### config.mk
export PLATFORM = sky130hd
export DESIGN_NAME = ecpri_oran_header_parser_flat
export DESIGN_NICKNAME = d
export VERILOG_FILES = /design/src/hw/rtl/eohp_pkg.sv /design/src/hw/rtl/eohp_byte_if.sv /design/src/hw/rtl/eohp_rec_if.sv /design/src/hw/rtl/ecpri_oran_header_parser.sv /design/src/hw/rtl/eohp_cfg.sv /design/src/hw/rtl/eohp_parser.sv /design/src/hw/rtl/eohp_recq.sv /design/src/flat_wrapper.sv
export SDC_FILE = /design/constraint.sdc
export NUM_CORES = 1
export LEC_CHECK = 0
export BUFFER_PORTS_ARGS = -buffer_cell sky130_fd_sc_hd__buf_2
export CAP_MARGIN = 20
export CORE_MARGIN = 4
export CORE_UTILIZATION = 60
export DETAILED_ROUTE_END_ITERATION = 8
export GPL_TIMING_DRIVEN = 0
export MAX_ROUTING_LAYER = met4
export PLACE_DENSITY = 0.82
export SLEW_MARGIN = 20
export SYNTH_ARGS = -nofsm -noshare
export SYNTH_HDL_FRONTEND = slang
export SYNTH_SLANG_ARGS = --single-unit
### constraint.sdc
create_clock -name clk -period 20.4 [get_ports clk]
set_clock_uncertainty 0.05 [all_clocks]
set_input_delay 1.02 -clock clk [delete_from_list [all_inputs] [get_ports clk]]
set_output_delay 1.02 -clock clk [all_outputs]
set_load 0.02 [all_outputs]
### src/hw/rtl/eohp_pkg.sv
// Shared types, constants and helpers of the eCPRI / O-RAN header parser.
package eohp_pkg;

    // Widths of the record fields and of the parser state.
    localparam int unsigned FID_W    = 5;
    localparam int unsigned VALUE_W  = 56;
    localparam int unsigned FRAME_W  = 16;
    localparam int unsigned ACC_W    = 48;
    localparam int unsigned WIN_W    = 64;
    localparam int unsigned WIN_BYTES = 8;
    localparam int unsigned MAX_REC  = 3;
    localparam int unsigned SUB_W    = 2;
    localparam int unsigned FILL_W   = 4;
    localparam int unsigned IDX_W    = 5;
    localparam int unsigned HDR_BYTES = 30;

    // Configuration port.
    localparam int unsigned CFG_ADDR_W = 4;
    localparam int unsigned CFG_DATA_W = 64;
    localparam logic        REG_IDX_SYNC_PATTERN = 1'b0;
    localparam logic [63:0] SYNC_RESET = 64'hFB55_5555_5555_55D5;

    // Record identifiers.
    typedef enum logic [4:0] {
        FID_PREAMBLE     = 5'd0,
        FID_SFD          = 5'd1,
        FID_DST_MAC      = 5'd2,
        FID_SRC_MAC      = 5'd3,
        FID_ETHERTYPE    = 5'd4,
        FID_ECPRI_REV    = 5'd5,
        FID_ECPRI_RSVD   = 5'd6,
        FID_ECPRI_CONCAT = 5'd7,
        FID_MSG_TYPE     = 5'd8,
        FID_PAYLOAD_SIZE = 5'd9,
        FID_RTC_PC_ID    = 5'd10,
        FID_SEQ_ID       = 5'd11,
        FID_DATA_DIR     = 5'd12,
        FID_PAYLOAD_VER  = 5'd13,
        FID_FILTER_IDX   = 5'd14,
        FID_FRAME_ID     = 5'd15,
        FID_SUBFRAME_ID  = 5'd16,
        FID_SLOT_ID      = 5'd17,
        FID_SYMBOL_ID    = 5'd18,
        FID_SECTION_ID   = 5'd19,
        FID_RB           = 5'd20,
        FID_SYM_INC      = 5'd21,
        FID_START_PRB    = 5'd22,
        FID_NUM_PRB      = 5'd23
    } fid_t;

    // Header byte positions on which records complete.
    localparam logic [4:0] POS_DST_MAC   = 5'd5;
    localparam logic [4:0] POS_SRC_MAC   = 5'd11;
    localparam logic [4:0] POS_ETHERTYPE = 5'd13;
    localparam logic [4:0] POS_ECPRI_B0  = 5'd14;
    localparam logic [4:0] POS_MSG_TYPE  = 5'd15;
    localparam logic [4:0] POS_PAY_SIZE  = 5'd17;
    localparam logic [4:0] POS_RTC_PC    = 5'd19;
    localparam logic [4:0] POS_SEQ_ID    = 5'd21;
    localparam logic [4:0] POS_ORAN_B0   = 5'd22;
    localparam logic [4:0] POS_FRAME_ID  = 5'd23;
    localparam logic [4:0] POS_SUBFRAME  = 5'd24;
    localparam logic [4:0] POS_SLOT_SYM  = 5'd25;
    localparam logic [4:0] POS_SECTION   = 5'd27;
    localparam logic [4:0] POS_START_PRB = 5'd28;
    localparam logic [4:0] POS_NUM_PRB   = 5'd29;

    // One record without its frame number.
    typedef struct packed {
        fid_t               id;
        logic [VALUE_W-1:0] value;
        logic               hend;
    } rec_t;

    // All records caused by one input word.
    typedef struct packed {
        logic [SUB_W-1:0]   cnt;
        logic [FRAME_W-1:0] frame;
        rec_t [MAX_REC-1:0] rec;
    } group_t;

    function automatic rec_t make_rec(fid_t id, logic [VALUE_W-1:0] value, logic hend);
        rec_t r;
        r.id    = id;
        r.value = value;
        r.hend  = hend;
        return r;
    endfunction

endpackage

### src/hw/rtl/eohp_byte_if.sv
// Byte stream channel: valid, ready and one data byte.
interface eohp_byte_if;
    logic       valid;
    logic       ready;
    logic [7:0] data_byte;

    modport source (output valid, output data_byte, input ready);
    modport sink (input valid, input data_byte, output ready);
endinterface

### src/hw/rtl/eohp_rec_if.sv
// Record channel: valid, ready and one parsed header field.
interface eohp_rec_if;
    logic        valid;
    logic        ready;
    logic [4:0]  field_id;
    logic [55:0] field_value;
    logic [15:0] frame_number;
    logic        header_end;
    logic        last;

    modport source (output valid, output field_id, output field_value,
                    output frame_number, output header_end, output last, input ready);
    modport sink (input valid, input field_id, input field_value,
                  input frame_number, input header_end, input last, output ready);
endinterface

### src/hw/rtl/ecpri_oran_header_parser.sv
// Top level of the eCPRI / O-RAN uplane header parser.
// A byte's records are registered in the group queue and offered once earlier groups are sent.
// Throughput: one byte per cycle; up to three records per byte, one per cycle while ready.
// The group queue (QUEUE_DEPTH entries) absorbs bursts; ready drops only while it is full.
// Reset (rst_n, asynchronous, active low) empties the queue, clears the parser state
// to hunting with an empty window and restores the start pattern to its default.
module ecpri_oran_header_parser #(
    parameter int unsigned QUEUE_DEPTH = 4
) (
    input  logic                             clk,
    input  logic                             rst_n,
    input  logic                             psel,
    input  logic                             penable,
    input  logic                             pwrite,
    input  logic [eohp_pkg::CFG_ADDR_W-1:0]  paddr,
    input  logic [eohp_pkg::CFG_DATA_W-1:0]  pwdata,
    output logic [eohp_pkg::CFG_DATA_W-1:0]  prdata,
    output logic                             pready,
    eohp_byte_if.sink                        stream,
    eohp_rec_if.source                       record
);

    logic [eohp_pkg::WIN_W-1:0] sync_pattern;
    logic                       can_push;
    logic                       accept;
    logic                       push;
    eohp_pkg::group_t           group;

    // Bytes are taken whenever the queue has room for one more group.
    assign stream.ready = can_push;
    assign accept       = stream.valid && can_push;

    // Configuration register.
    eohp_cfg u_cfg (
        .clk          (clk),
        .rst_n        (rst_n),
        .psel         (psel),
        .penable      (penable),
        .pwrite       (pwrite),
        .paddr        (paddr),
        .pwdata       (pwdata),
        .prdata       (prdata),
        .pready       (pready),
        .sync_pattern (sync_pattern)
    );

    // Pattern hunt and field extraction.
    eohp_parser u_parser (
        .clk          (clk),
        .rst_n        (rst_n),
        .accept       (accept),
        .data_byte    (stream.data_byte),
        .sync_pattern (sync_pattern),
        .push         (push),
        .group        (group)
    );

    // Record queue and output serializer.
    eohp_recq #(
        .DEPTH (QUEUE_DEPTH)
    ) u_recq (
        .clk      (clk),
        .rst_n    (rst_n),
        .push     (push),
        .group    (group),
        .can_push (can_push),
        .record   (record)
    );

endmodule

### src/hw/rtl/eohp_cfg.sv
// APB-style register holding the start pattern.
module eohp_cfg (
    input  logic                                 clk,
    input  logic                                 rst_n,
    input  logic                                 psel,
    input  logic                                 penable,
    input  logic                                 pwrite,
    input  logic [eohp_pkg::CFG_ADDR_W-1:0]      paddr,
    input  logic [eohp_pkg::CFG_DATA_W-1:0]      pwdata,
    output logic [eohp_pkg::CFG_DATA_W-1:0]      prdata,
    output logic                                 pready,
    output logic [eohp_pkg::WIN_W-1:0]           sync_pattern
);

    logic [eohp_pkg::WIN_W-1:0] pattern_reg;
    logic                       sel_sync;

    // Registers sit on eight-byte boundaries; the top address bit picks the register.
    assign sel_sync = (paddr[eohp_pkg::CFG_ADDR_W-1] == eohp_pkg::REG_IDX_SYNC_PATTERN);
    assign pready   = 1'b1;

    // Write on the access phase of a write transfer.
    always_ff @(posedge clk or negedge rst_n)
    begin
        if (!rst_n)
        begin
            pattern_reg <= eohp_pkg::SYNC_RESET;
        end
        else if (psel && penable && pwrite && pready && sel_sync)
        begin
            pattern_reg <= pwdata;
        end
    end

    // Read back; addresses beyond the register list read as zero.
    assign prdata       = sel_sync ? pattern_reg : '0;
    assign sync_pattern = pattern_reg;

endmodule

### src/hw/rtl/eohp_parser.sv
// Start pattern hunter and header field extractor, one byte per cycle while accept is high.
module eohp_parser (
    input  logic                       clk,
    input  logic                       rst_n,
    input  logic                       accept,
    input  logic [7:0]                 data_byte,
    input  logic [eohp_pkg::WIN_W-1:0] sync_pattern,
    output logic                       push,
    output eohp_pkg::group_t           group
);

    logic [eohp_pkg::WIN_W-1:0]   win_reg, win_next;
    logic [eohp_pkg::FILL_W-1:0]  fill_reg, fill_next;
    logic                         in_hdr_reg, in_hdr_next;
    logic [eohp_pkg::IDX_W-1:0]   idx_reg, idx_next;
    logic [eohp_pkg::ACC_W-1:0]   acc_reg, acc_next;
    logic [eohp_pkg::FRAME_W-1:0] frame_reg, frame_next;

    logic [eohp_pkg::WIN_W-1:0]   win_shift;
    logic [eohp_pkg::ACC_W-1:0]   acc_shift;
    logic [7:0]                   prev;
    logic [eohp_pkg::IDX_W-1:0]   idx_inc;
    logic                         match;

    // Shifted views of the window and the accumulator.
    assign win_shift = {win_reg[eohp_pkg::WIN_W-9:0], data_byte};
    assign acc_shift = {acc_reg[eohp_pkg::ACC_W-9:0], data_byte};
    assign prev      = acc_reg[7:0];
    assign idx_inc   = idx_reg + 1'b1;
    assign match     = (fill_reg >= eohp_pkg::FILL_W'(eohp_pkg::WIN_BYTES - 1))
                       && (win_shift == sync_pattern);

    // Next state and the records caused by the accepted byte.
    always_comb
    begin
        win_next    = win_reg;
        fill_next   = fill_reg;
        in_hdr_next = in_hdr_reg;
        idx_next    = idx_reg;
        acc_next    = acc_reg;
        frame_next  = frame_reg;
        group       = '0;
        group.frame = frame_reg;

        if (in_hdr_reg)
        begin
            acc_next = acc_shift;
            unique case (idx_reg)
                eohp_pkg::POS_DST_MAC:
                begin
                    group.cnt    = 2'd1;
                    group.rec[0] = eohp_pkg::make_rec(eohp_pkg::FID_DST_MAC,
                                                      56'(acc_shift), 1'b0);
                end
                eohp_pkg::POS_SRC_MAC:
                begin
                    group.cnt    = 2'd1;
                    group.rec[0] = eohp_pkg::make_rec(eohp_pkg::FID_SRC_MAC,
                                                      56'(acc_shift), 1'b0);
                end
                eohp_pkg::POS_ETHERTYPE:
                begin
                    group.cnt    = 2'd1;
                    group.rec[0] = eohp_pkg::make_rec(eohp_pkg::FID_ETHERTYPE,
                                                      56'(acc_shift[15:0]), 1'b0);
                end
                eohp_pkg::POS_ECPRI_B0:
                begin
                    group.cnt    = 2'd3;
                    group.rec[0] = eohp_pkg::make_rec(eohp_pkg::FID_ECPRI_REV,
                                                      56'(data_byte[7:4]), 1'b0);
                    group.rec[1] = eohp_pkg::make_rec(eohp_pkg::FID_ECPRI_RSVD,
                                                      56'(data_byte[3:1]), 1'b0);
                    group.rec[2] = eohp_pkg::make_rec(eohp_pkg::FID_ECPRI_CONCAT,
                                                      56'(data_byte[0]), 1'b0);
                end
                eohp_pkg::POS_MSG_TYPE:
                begin
                    group.cnt    = 2'd1;
                    group.rec[0] = eohp_pkg::make_rec(eohp_pkg::FID_MSG_TYPE,
                                                      56'(data_byte), 1'b0);
                end
                eohp_pkg::POS_PAY_SIZE:
                begin
                    group.cnt    = 2'd1;
                    group.rec[0] = eohp_pkg::make_rec(eohp_pkg::FID_PAYLOAD_SIZE,
                                                      56'(acc_shift[15:0]), 1'b0);
                end
                eohp_pkg::POS_RTC_PC:
                begin
                    group.cnt    = 2'd1;
                    group.rec[0] = eohp_pkg::make_rec(eohp_pkg::FID_RTC_PC_ID,
                                                      56'(acc_shift[15:0]), 1'b0);
                end
                eohp_pkg::POS_SEQ_ID:
                begin
                    group.cnt    = 2'd1;
                    group.rec[0] = eohp_pkg::make_rec(eohp_pkg::FID_SEQ_ID,
                                                      56'(acc_shift[15:0]), 1'b0);
                end
                eohp_pkg::POS_ORAN_B0:
                begin
                    group.cnt    = 2'd3;
                    group.rec[0] = eohp_pkg::make_rec(eohp_pkg::FID_DATA_DIR,
                                                      56'(data_byte[7]), 1'b0);
                    group.rec[1] = eohp_pkg::make_rec(eohp_pkg::FID_PAYLOAD_VER,
                                                      56'(data_byte[6:4]), 1'b0);
                    group.rec[2] = eohp_pkg::make_rec(eohp_pkg::FID_FILTER_IDX,
                                                      56'(data_byte[3:0]), 1'b0);
                end
                eohp_pkg::POS_FRAME_ID:
                begin
                    group.cnt    = 2'd1;
                    group.rec[0] = eohp_pkg::make_rec(eohp_pkg::FID_FRAME_ID,
                                                      56'(data_byte), 1'b0);
                end
                eohp_pkg::POS_SUBFRAME:
                begin
                    group.cnt    = 2'd1;
                    group.rec[0] = eohp_pkg::make_rec(eohp_pkg::FID_SUBFRAME_ID,
                                                      56'(data_byte[7:4]), 1'b0);
                end
                eohp_pkg::POS_SLOT_SYM:
                begin
                    group.cnt    = 2'd2;
                    group.rec[0] = eohp_pkg::make_rec(eohp_pkg::FID_SLOT_ID,
                                                      56'({prev[3:0], data_byte[7:6]}), 1'b0);
                    group.rec[1] = eohp_pkg::make_rec(eohp_pkg::FID_SYMBOL_ID,
                                                      56'(data_byte[5:0]), 1'b0);
                end
                eohp_pkg::POS_SECTION:
                begin
                    group.cnt    = 2'd3;
                    group.rec[0] = eohp_pkg::make_rec(eohp_pkg::FID_SECTION_ID,
                                                      56'({prev, data_byte[7:4]}), 1'b0);
                    group.rec[1] = eohp_pkg::make_rec(eohp_pkg::FID_RB,
                                                      56'(data_byte[3]), 1'b0);
                    group.rec[2] = eohp_pkg::make_rec(eohp_pkg::FID_SYM_INC,
                                                      56'(data_byte[2]), 1'b0);
                end
                eohp_pkg::POS_START_PRB:
                begin
                    group.cnt    = 2'd1;
                    group.rec[0] = eohp_pkg::make_rec(eohp_pkg::FID_START_PRB,
                                                      56'({prev[1:0], data_byte}), 1'b0);
                end
                eohp_pkg::POS_NUM_PRB:
                begin
                    group.cnt    = 2'd1;
                    group.rec[0] = eohp_pkg::make_rec(eohp_pkg::FID_NUM_PRB,
                                                      56'(data_byte), 1'b1);
                end
                default:
                begin
                    group.cnt = 2'd0;
                end
            endcase

            // Past the last header byte, go back to hunting with an empty window.
            if (idx_inc >= eohp_pkg::IDX_W'(eohp_pkg::HDR_BYTES))
            begin
                in_hdr_next = 1'b0;
                idx_next    = '0;
                win_next    = '0;
                fill_next   = '0;
            end
            else
            begin
                idx_next = idx_inc;
            end
        end
        else
        begin
            win_next = win_shift;
            if (fill_reg != eohp_pkg::FILL_W'(eohp_pkg::WIN_BYTES))
            begin
                fill_next = fill_reg + 1'b1;
            end
            if (match)
            begin
                frame_next   = frame_reg + 1'b1;
                group.frame  = frame_reg + 1'b1;
                group.cnt    = 2'd2;
                group.rec[0] = eohp_pkg::make_rec(eohp_pkg::FID_PREAMBLE,
                                                  win_shift[eohp_pkg::WIN_W-1:8], 1'b0);
                group.rec[1] = eohp_pkg::make_rec(eohp_pkg::FID_SFD,
                                                  56'(data_byte), 1'b0);
                win_next     = '0;
                fill_next    = '0;
                in_hdr_next  = 1'b1;
                idx_next     = '0;
                acc_next     = '0;
            end
        end
    end

    assign push = accept && (group.cnt != 2'd0);

    // State advances only on an accepted byte.
    always_ff @(posedge clk or negedge rst_n)
    begin
        if (!rst_n)
        begin
            win_reg    <= '0;
            fill_reg   <= '0;
            in_hdr_reg <= 1'b0;
            idx_reg    <= '0;
            acc_reg    <= '0;
            frame_reg  <= '0;
        end
        else if (accept)
        begin
            win_reg    <= win_next;
            fill_reg   <= fill_next;
            in_hdr_reg <= in_hdr_next;
            idx_reg    <= idx_next;
            acc_reg    <= acc_next;
            frame_reg  <= frame_next;
        end
    end

endmodule

### src/hw/rtl/eohp_recq.sv
// Queue of record groups, drained one record per output word.
module eohp_recq #(
    parameter int unsigned DEPTH = 4
) (
    input  logic              clk,
    input  logic              rst_n,
    input  logic              push,
    input  eohp_pkg::group_t  group,
    output logic              can_push,
    eohp_rec_if.source        record
);

    localparam int unsigned PW = (DEPTH > 1) ? $clog2(DEPTH) : 1;
    localparam int unsigned CW = $clog2(DEPTH + 1);

    eohp_pkg::group_t            q_reg [DEPTH];
    logic [PW-1:0]               wr_ptr_reg, rd_ptr_reg;
    logic [CW-1:0]               count_reg;
    logic [eohp_pkg::SUB_W-1:0]  sub_reg;

    eohp_pkg::group_t            head;
    eohp_pkg::rec_t              cur;
    logic                        take;
    logic                        pop;
    logic                        is_last;

    assign can_push = (count_reg != CW'(DEPTH));
    assign head     = q_reg[rd_ptr_reg];
    assign cur      = head.rec[sub_reg];
    assign is_last  = (sub_reg == (head.cnt - 1'b1));
    assign take     = record.valid && record.ready;
    assign pop      = take && is_last;

    // Present the current record of the head group.
    assign record.valid        = (count_reg != '0);
    assign record.field_id     = cur.id;
    assign record.field_value  = cur.value;
    assign record.frame_number = head.frame;
    assign record.header_end   = cur.hend;
    assign record.last         = is_last;

    // Group storage.
    always_ff @(posedge clk)
    begin
        if (push)
        begin
            q_reg[wr_ptr_reg] <= group;
        end
    end

    // Pointers, fill count and position within the head group.
    always_ff @(posedge clk or negedge rst_n)
    begin
        if (!rst_n)
        begin
            wr_ptr_reg <= '0;
            rd_ptr_reg <= '0;
            count_reg  <= '0;
            sub_reg    <= '0;
        end
        else
        begin
            if (push)
            begin
                wr_ptr_reg <= (wr_ptr_reg == PW'(DEPTH - 1)) ? '0 : wr_ptr_reg + 1'b1;
            end
            if (take)
            begin
                if (is_last)
                begin
                    sub_reg    <= '0;
                    rd_ptr_reg <= (rd_ptr_reg == PW'(DEPTH - 1)) ? '0 : rd_ptr_reg + 1'b1;
                end
                else
                begin
                    sub_reg <= sub_reg + 1'b1;
                end
            end
            if (push && !pop)
            begin
                count_reg <= count_reg + 1'b1;
            end
            else if (pop && !push)
            begin
                count_reg <= count_reg - 1'b1;
            end
        end
    end

`ifndef SYNTHESIS
    // The fill count never passes the depth.
    a_count_range: assert property (@(posedge clk) disable iff (!rst_n)
        count_reg <= CW'(DEPTH))
        else $error("record queue count exceeds depth");

    // No group is written into a full queue unless a group leaves it in the same cycle.
    a_no_overflow: assert property (@(posedge clk) disable iff (!rst_n)
        push |-> (count_reg != CW'(DEPTH)) || pop)
        else $error("record queue written while full");

    // A queued group always holds at least one record, and the pointer stays inside it.
    a_sub_inside: assert property (@(posedge clk) disable iff (!rst_n)
        record.valid |-> (head.cnt != '0) && (sub_reg < head.cnt))
        else $error("record index outside head group");

    // Between words of a group the index only moves on a taken word.
    a_sub_hold: assert property (@(posedge clk) disable iff (!rst_n)
        !take |=> $stable(sub_reg))
        else $error("record index moved without a transfer");
`endif

endmodule
### src/flat_wrapper.sv
// flat-port wrapper written by rule: the top's interface ports become plain ports
module ecpri_oran_header_parser_flat 
#(
    parameter int unsigned QUEUE_DEPTH = 4
)
  (clk, rst_n, psel, penable, pwrite, paddr, pwdata, prdata, pready, stream_valid, stream_data_byte, stream_ready, record_valid, record_field_id, record_field_value, record_frame_number, record_header_end, record_last, record_ready);
  eohp_byte_if stream_i ();
  eohp_rec_if record_i ();
  input  logic clk;
  input  logic rst_n;
  input  logic psel;
  input  logic penable;
  input  logic pwrite;
  input  logic [eohp_pkg::CFG_ADDR_W-1:0] paddr;
  input  logic [eohp_pkg::CFG_DATA_W-1:0] pwdata;
  output logic [eohp_pkg::CFG_DATA_W-1:0] prdata;
  output logic pready;
  input wire logic [$bits(stream_i.valid)-1:0] stream_valid;
  input wire logic [$bits(stream_i.data_byte)-1:0] stream_data_byte;
  output wire logic [$bits(stream_i.ready)-1:0] stream_ready;
  output wire logic [$bits(record_i.valid)-1:0] record_valid;
  output wire logic [$bits(record_i.field_id)-1:0] record_field_id;
  output wire logic [$bits(record_i.field_value)-1:0] record_field_value;
  output wire logic [$bits(record_i.frame_number)-1:0] record_frame_number;
  output wire logic [$bits(record_i.header_end)-1:0] record_header_end;
  output wire logic [$bits(record_i.last)-1:0] record_last;
  input wire logic [$bits(record_i.ready)-1:0] record_ready;
  assign stream_i.valid = stream_valid;
  assign stream_i.data_byte = stream_data_byte;
  assign stream_ready = stream_i.ready;
  assign record_valid = record_i.valid;
  assign record_field_id = record_i.field_id;
  assign record_field_value = record_i.field_value;
  assign record_frame_number = record_i.frame_number;
  assign record_header_end = record_i.header_end;
  assign record_last = record_i.last;
  assign record_i.ready = record_ready;
  ecpri_oran_header_parser #(.QUEUE_DEPTH(QUEUE_DEPTH)) u_core (.clk(clk), .rst_n(rst_n), .psel(psel), .penable(penable), .pwrite(pwrite), .paddr(paddr), .pwdata(pwdata), .prdata(prdata), .pready(pready), .stream(stream_i), .record(record_i));
endmodule
==> results.md <==
Run status:
- The run finished with clean final reports.

Cells and area:
- The flip-flop count of the largest register, all copies and words added is 408.
- The final non-filler cell area is 0.03083 mm^2.
- The final layout contains 2240 nets.
- The post-route netlist has 27.70% of its cells at a drive strength greater than 1.
- Summing all flip-flop and latch instances after layout gives 0.01718 mm^2.
- The area of combinational cells with multiple inputs is 0.008576 mm^2.
- The total of fill cells in the finished design is 2846.
- Relative to the synthesized area, the layout overhead comes to 15.94%.

Pwr:
- The analysis attributes to net switching a power of 0.0007297 W.
- Summed over all cells, the static leakage comes to 11.53 nW.
- Net switching is 25.52% of the power.
- The internal power is 0.002130 W.
- The fraction of power consumed by the clock network is 38.9%.
- Power spread over the standard cell area amounts to 92.75 mW/mm^2.
- The peak supply drop is 0.00007733 V.
- Combinational cells account for 11.6% of the total power.
- In this run, flip-flops and latches consume 49.6% of the power.

Timing:
- Setup repair after global routing left no endpoint under its margin.
- The final number of hold-violating endpoints is 0.
- The remaining max-slew budget at the tightest pin is 30.45%.
- The final critical-path share of the clock period is 23.29%.
- The final setup violation count is 0.
- The max-slew violation total from the final report is 0.
- Timing would allow up to 210.5 MHz.
- Adding up every negative setup slack in the final design gives 0 ns.
- The smallest clock period supported by the final layout is computed as 4.751 ns.
- At the pin with the least slew margin, the transition time is 1.043 ns.

Synth:
- The mean instance size in the synthesized netlist is 14.43 um^2.
- The largest total area in the synthesized netlist belongs to sky130_fd_sc_hd__edfxtp_1.
- The flop and latch count out of synthesis is 603.
- The post-synthesis instance area is 0.02659 mm^2.
- The top cell type's share of synthesized area is 46.08%.
- Ranked by instance count, the synthesized netlist is headed by 408 x sky130_fd_sc_hd__edfxtp_1, 167 x sky130_fd_sc_hd__nand2_1, 159 x sky130_fd_sc_hd__dfrtp_1.
- The most frequent cell after synthesis is sky130_fd_sc_hd__edfxtp_1.
- Yosys mapped a number of flops with a built-in enable equal to 408.
- The sequential cell area fraction in the yosys report is 64.60%.
- The async set-reset flop share out of synthesis is 32.34%.
- Sorting the synthesized cells by area gives the leading types as sky130_fd_sc_hd__edfxtp_1 46%, sky130_fd_sc_hd__dfrtp_1 15%, sky130_fd_sc_hd__mux4_2 8.6%, sky130_fd_sc_hd__dfstp_2 3.6%, sky130_fd_sc_hd__mux2_2 2.9%.
- After synthesis, the netlist uses 69 different library cells.
- Synthesis produced 1843 cells.
- The Yosys step of the flow raised 0 warnings.
- The dominant synthesized flop cell is sky130_fd_sc_hd__edfxtp_1.
- The post-synthesis net count is 1941.

Hold path:
- The type of the tightest min-delay check is in2async.

Worst setup path:
- The most common cell type on the critical path is sky130_fd_sc_hd__clkbuf_1.
- STA classifies the critical path startpoint as a flip-flop.
- The maximum fanout along the worst path is 10.
- STA classifies the critical path endpoint as an output pin.
- The data arrival time of the worst path is 3.68 ns.
- The register-to-register setup slack is 16.23 ns.
- Traced cell by cell, the critical path runs through clkbuf_1 > clkbuf_1 > buf_1 > mux4_2 > buf_2.
- The critical path is of the reg2out type.
- The delay of the slowest cell on the worst path is 0.81 ns.
- The endpoint required time on the critical path is 19.33 ns.
- The cell type of the slowest stage on the worst timing path is sky130_fd_sc_hd__clkbuf_1.

GRT:
- The first global-routing pass estimated 107.8 mm of wire.
- The pin count of the biggest net entering global routing is 86.
- The initial antenna violation count is 1.
- The via count of the first global-routing pass came to 17750.
- The total congestion overflow after global routing is 0.
- The total global-route track usage is 30.77%.

Drt:
- The wire length after detailed routing is 70.55 mm.
- After the first detailed-routing iteration, the DRC count stood at 2139.
- The first-pass iteration count of the detailed router is 6.
- After detailed routing, the number of remaining DRC violations is 0.
- After detailed routing, the average wire length per cell comes to 25.40 um.
- The total number of vias is 17460.
- Dividing the detail-routed via count by the number of cells gives 6.288.
- In this run the remaining antenna-violating nets after routing total 0.

Clock network:
- The clock latency reported for the late side of the worst-skew pair is 0.62 ns.
- TritonCTS built the clock tree.
- The clock buffer count from CTS is 58.
- The H-tree depth is 2.
- The number of sinks handled by clock tree synthesis is 603.
- The number of hold buffers added after CTS was 0.
- The number of setup buffers added after CTS is 0.
- The tree is rooted in a sky130_fd_sc_hd__clkbuf_16.
- The maximum clock path buffer count is 3.
- Post-CTS repair changed the size of 0 cells.
- After clock tree synthesis, the clock-pin slew on the worst setup and hold paths is 0.06 ns.

Placed design:
- Detailed placement ended at an HPWL of 49.29 mm.
- The post-place instance area is 0.02884 mm^2.
- The congestion estimate from routability-driven global placement came to 0.9442.
- The number of buffers added on ports is 221.

Floorplanning:
- In this run the vertical extent of the chip is 218.5 um.
- The count of boundary I/O pins is 229.
- The area of the core region is 0.04346 mm^2.
- The die width is 218.5 um.
- The initial cell density of the core is 61.19%.
- In this run the core area contains 76 standard-cell rows.
- The full die area is 0.04775 mm^2.

Run:
- The number of max-capacitance violations reported is 0.
layout by cell type, fill, tap and decap left out, drive strengths merged, types with 9 or more instances in the layout:
master | netlist | final
a21oi | 19 | 19
a22oi | 50 | 50
and2 | 16 | 16
and3 | 9 | 9
buf | 51 | 290
clkbuf | 72 | 149
clkinv | 2 | 13
dfrtp | 159 | 159
dfstp | 36 | 36
edfxtp | 408 | 408
ha | 14 | 14
inv | 78 | 84
mux2 | 69 | 69
mux2i | 14 | 14
mux4 | 102 | 102
nand2 | 167 | 167
nand3 | 12 | 12
nand4 | 23 | 23
nor2 | 33 | 33
nor2b | 117 | 117
nor3 | 20 | 20
nor4 | 29 | 29
o21ai | 89 | 89
o22ai | 22 | 22
o31ai | 63 | 63
or2 | 10 | 10
xnor2 | 63 | 63
xor2 | 35 | 35
layout make-up:
class | instances | area share (%)
sequential | 603 | 55.71
multi-input combinational | 1037 | 27.82
clock buffer | 77 | 5.235
timing repair buffer | 239 | 4.838
tap | 585 | 2.374
buffer | 123 | 1.843
clock inverter | 32 | 1.197
inverter | 80 | 0.9740
antenna | 1 | 0.008117
power groups by stage:
stage          logic [W]  registers, W  clock network, W
4_1_cts         0.000331       0.00142           0.00112
5_1_grt         0.000354       0.00142           0.00117
3_5_place_dp    0.000327       0.00144                 0
2_1_floorplan   0.000211       0.00141                 0
6_report        0.000330       0.00142           0.00111
3_3_place_gp    0.000319       0.00144                 0
path summary, 6_finish.rpt:
path | start | to | cells past startpoint
setup / recovery | u_core.u_recq.rd_ptr_reg[1] | record_frame_number[13] | 5
hold / removal | rst_n | u_core.u_cfg.sync_pattern[49] | 1
setup reg to reg | u_core.u_parser.idx_reg[0] | u_core.u_recq.count_reg[1] | 14
hold reg to reg | u_core.u_recq.count_reg[2] | u_core.u_recq.count_reg[2] | 1
max in group asynchronous | rst_n | u_core.u_parser.frame_reg[10] | 3
min in group clk | u_core.u_recq.count_reg[2] | u_core.u_recq.count_reg[2] | 1
layer usage:
layer	up-vias	part of all wire, %	GRT usage (%)
met3	166	8.0	4.505
met4	0	3.5	9.817
met2	991	50	49.22
li1	7490	-	-
met1	8814	39	41.68
met5	-	0	-
critical path: cells and delay by family, from the launching register on:
family / cells / cell delay (ns)
buffers and inverters: 4 / 2.16
muxes: 1 / 0.41
DFF: 1 / 0.50
stage by stage:
stage          instances  total power (W)  utilization, %  worst slack, ns  hold WS (ns)
5_1_grt             2777         0.002949           70.94            15.50        0.2647
4_1_cts             2776         0.002865           70.94            15.61        0.2501
6_report            2777         0.002859           70.94            15.65        0.2460
3_3_place_gp        2649         0.001756           65.42            9.368        0.4129
3_5_place_dp        2667         0.001767           66.37            15.85        0.4321
2_1_floorplan       1843         0.001622               -            13.09        0.3976
kinds of logic after synthesis:
| logic type | share of synthesized area, % |
|---|---|
| other | 0.01410 |
| XOR/XNOR | 3.228 |
| buffers and inverters | 3.266 |
| AND/OR/NAND/NOR | 9.114 |
| AO/OA/AOI/OAI | 6.959 |
| flip-flops | 64.60 |
| multiplexers | 12.09 |
| adder cells (fa/ha/maj) | 0.7341 |
(Power assumes the default switching activity.)
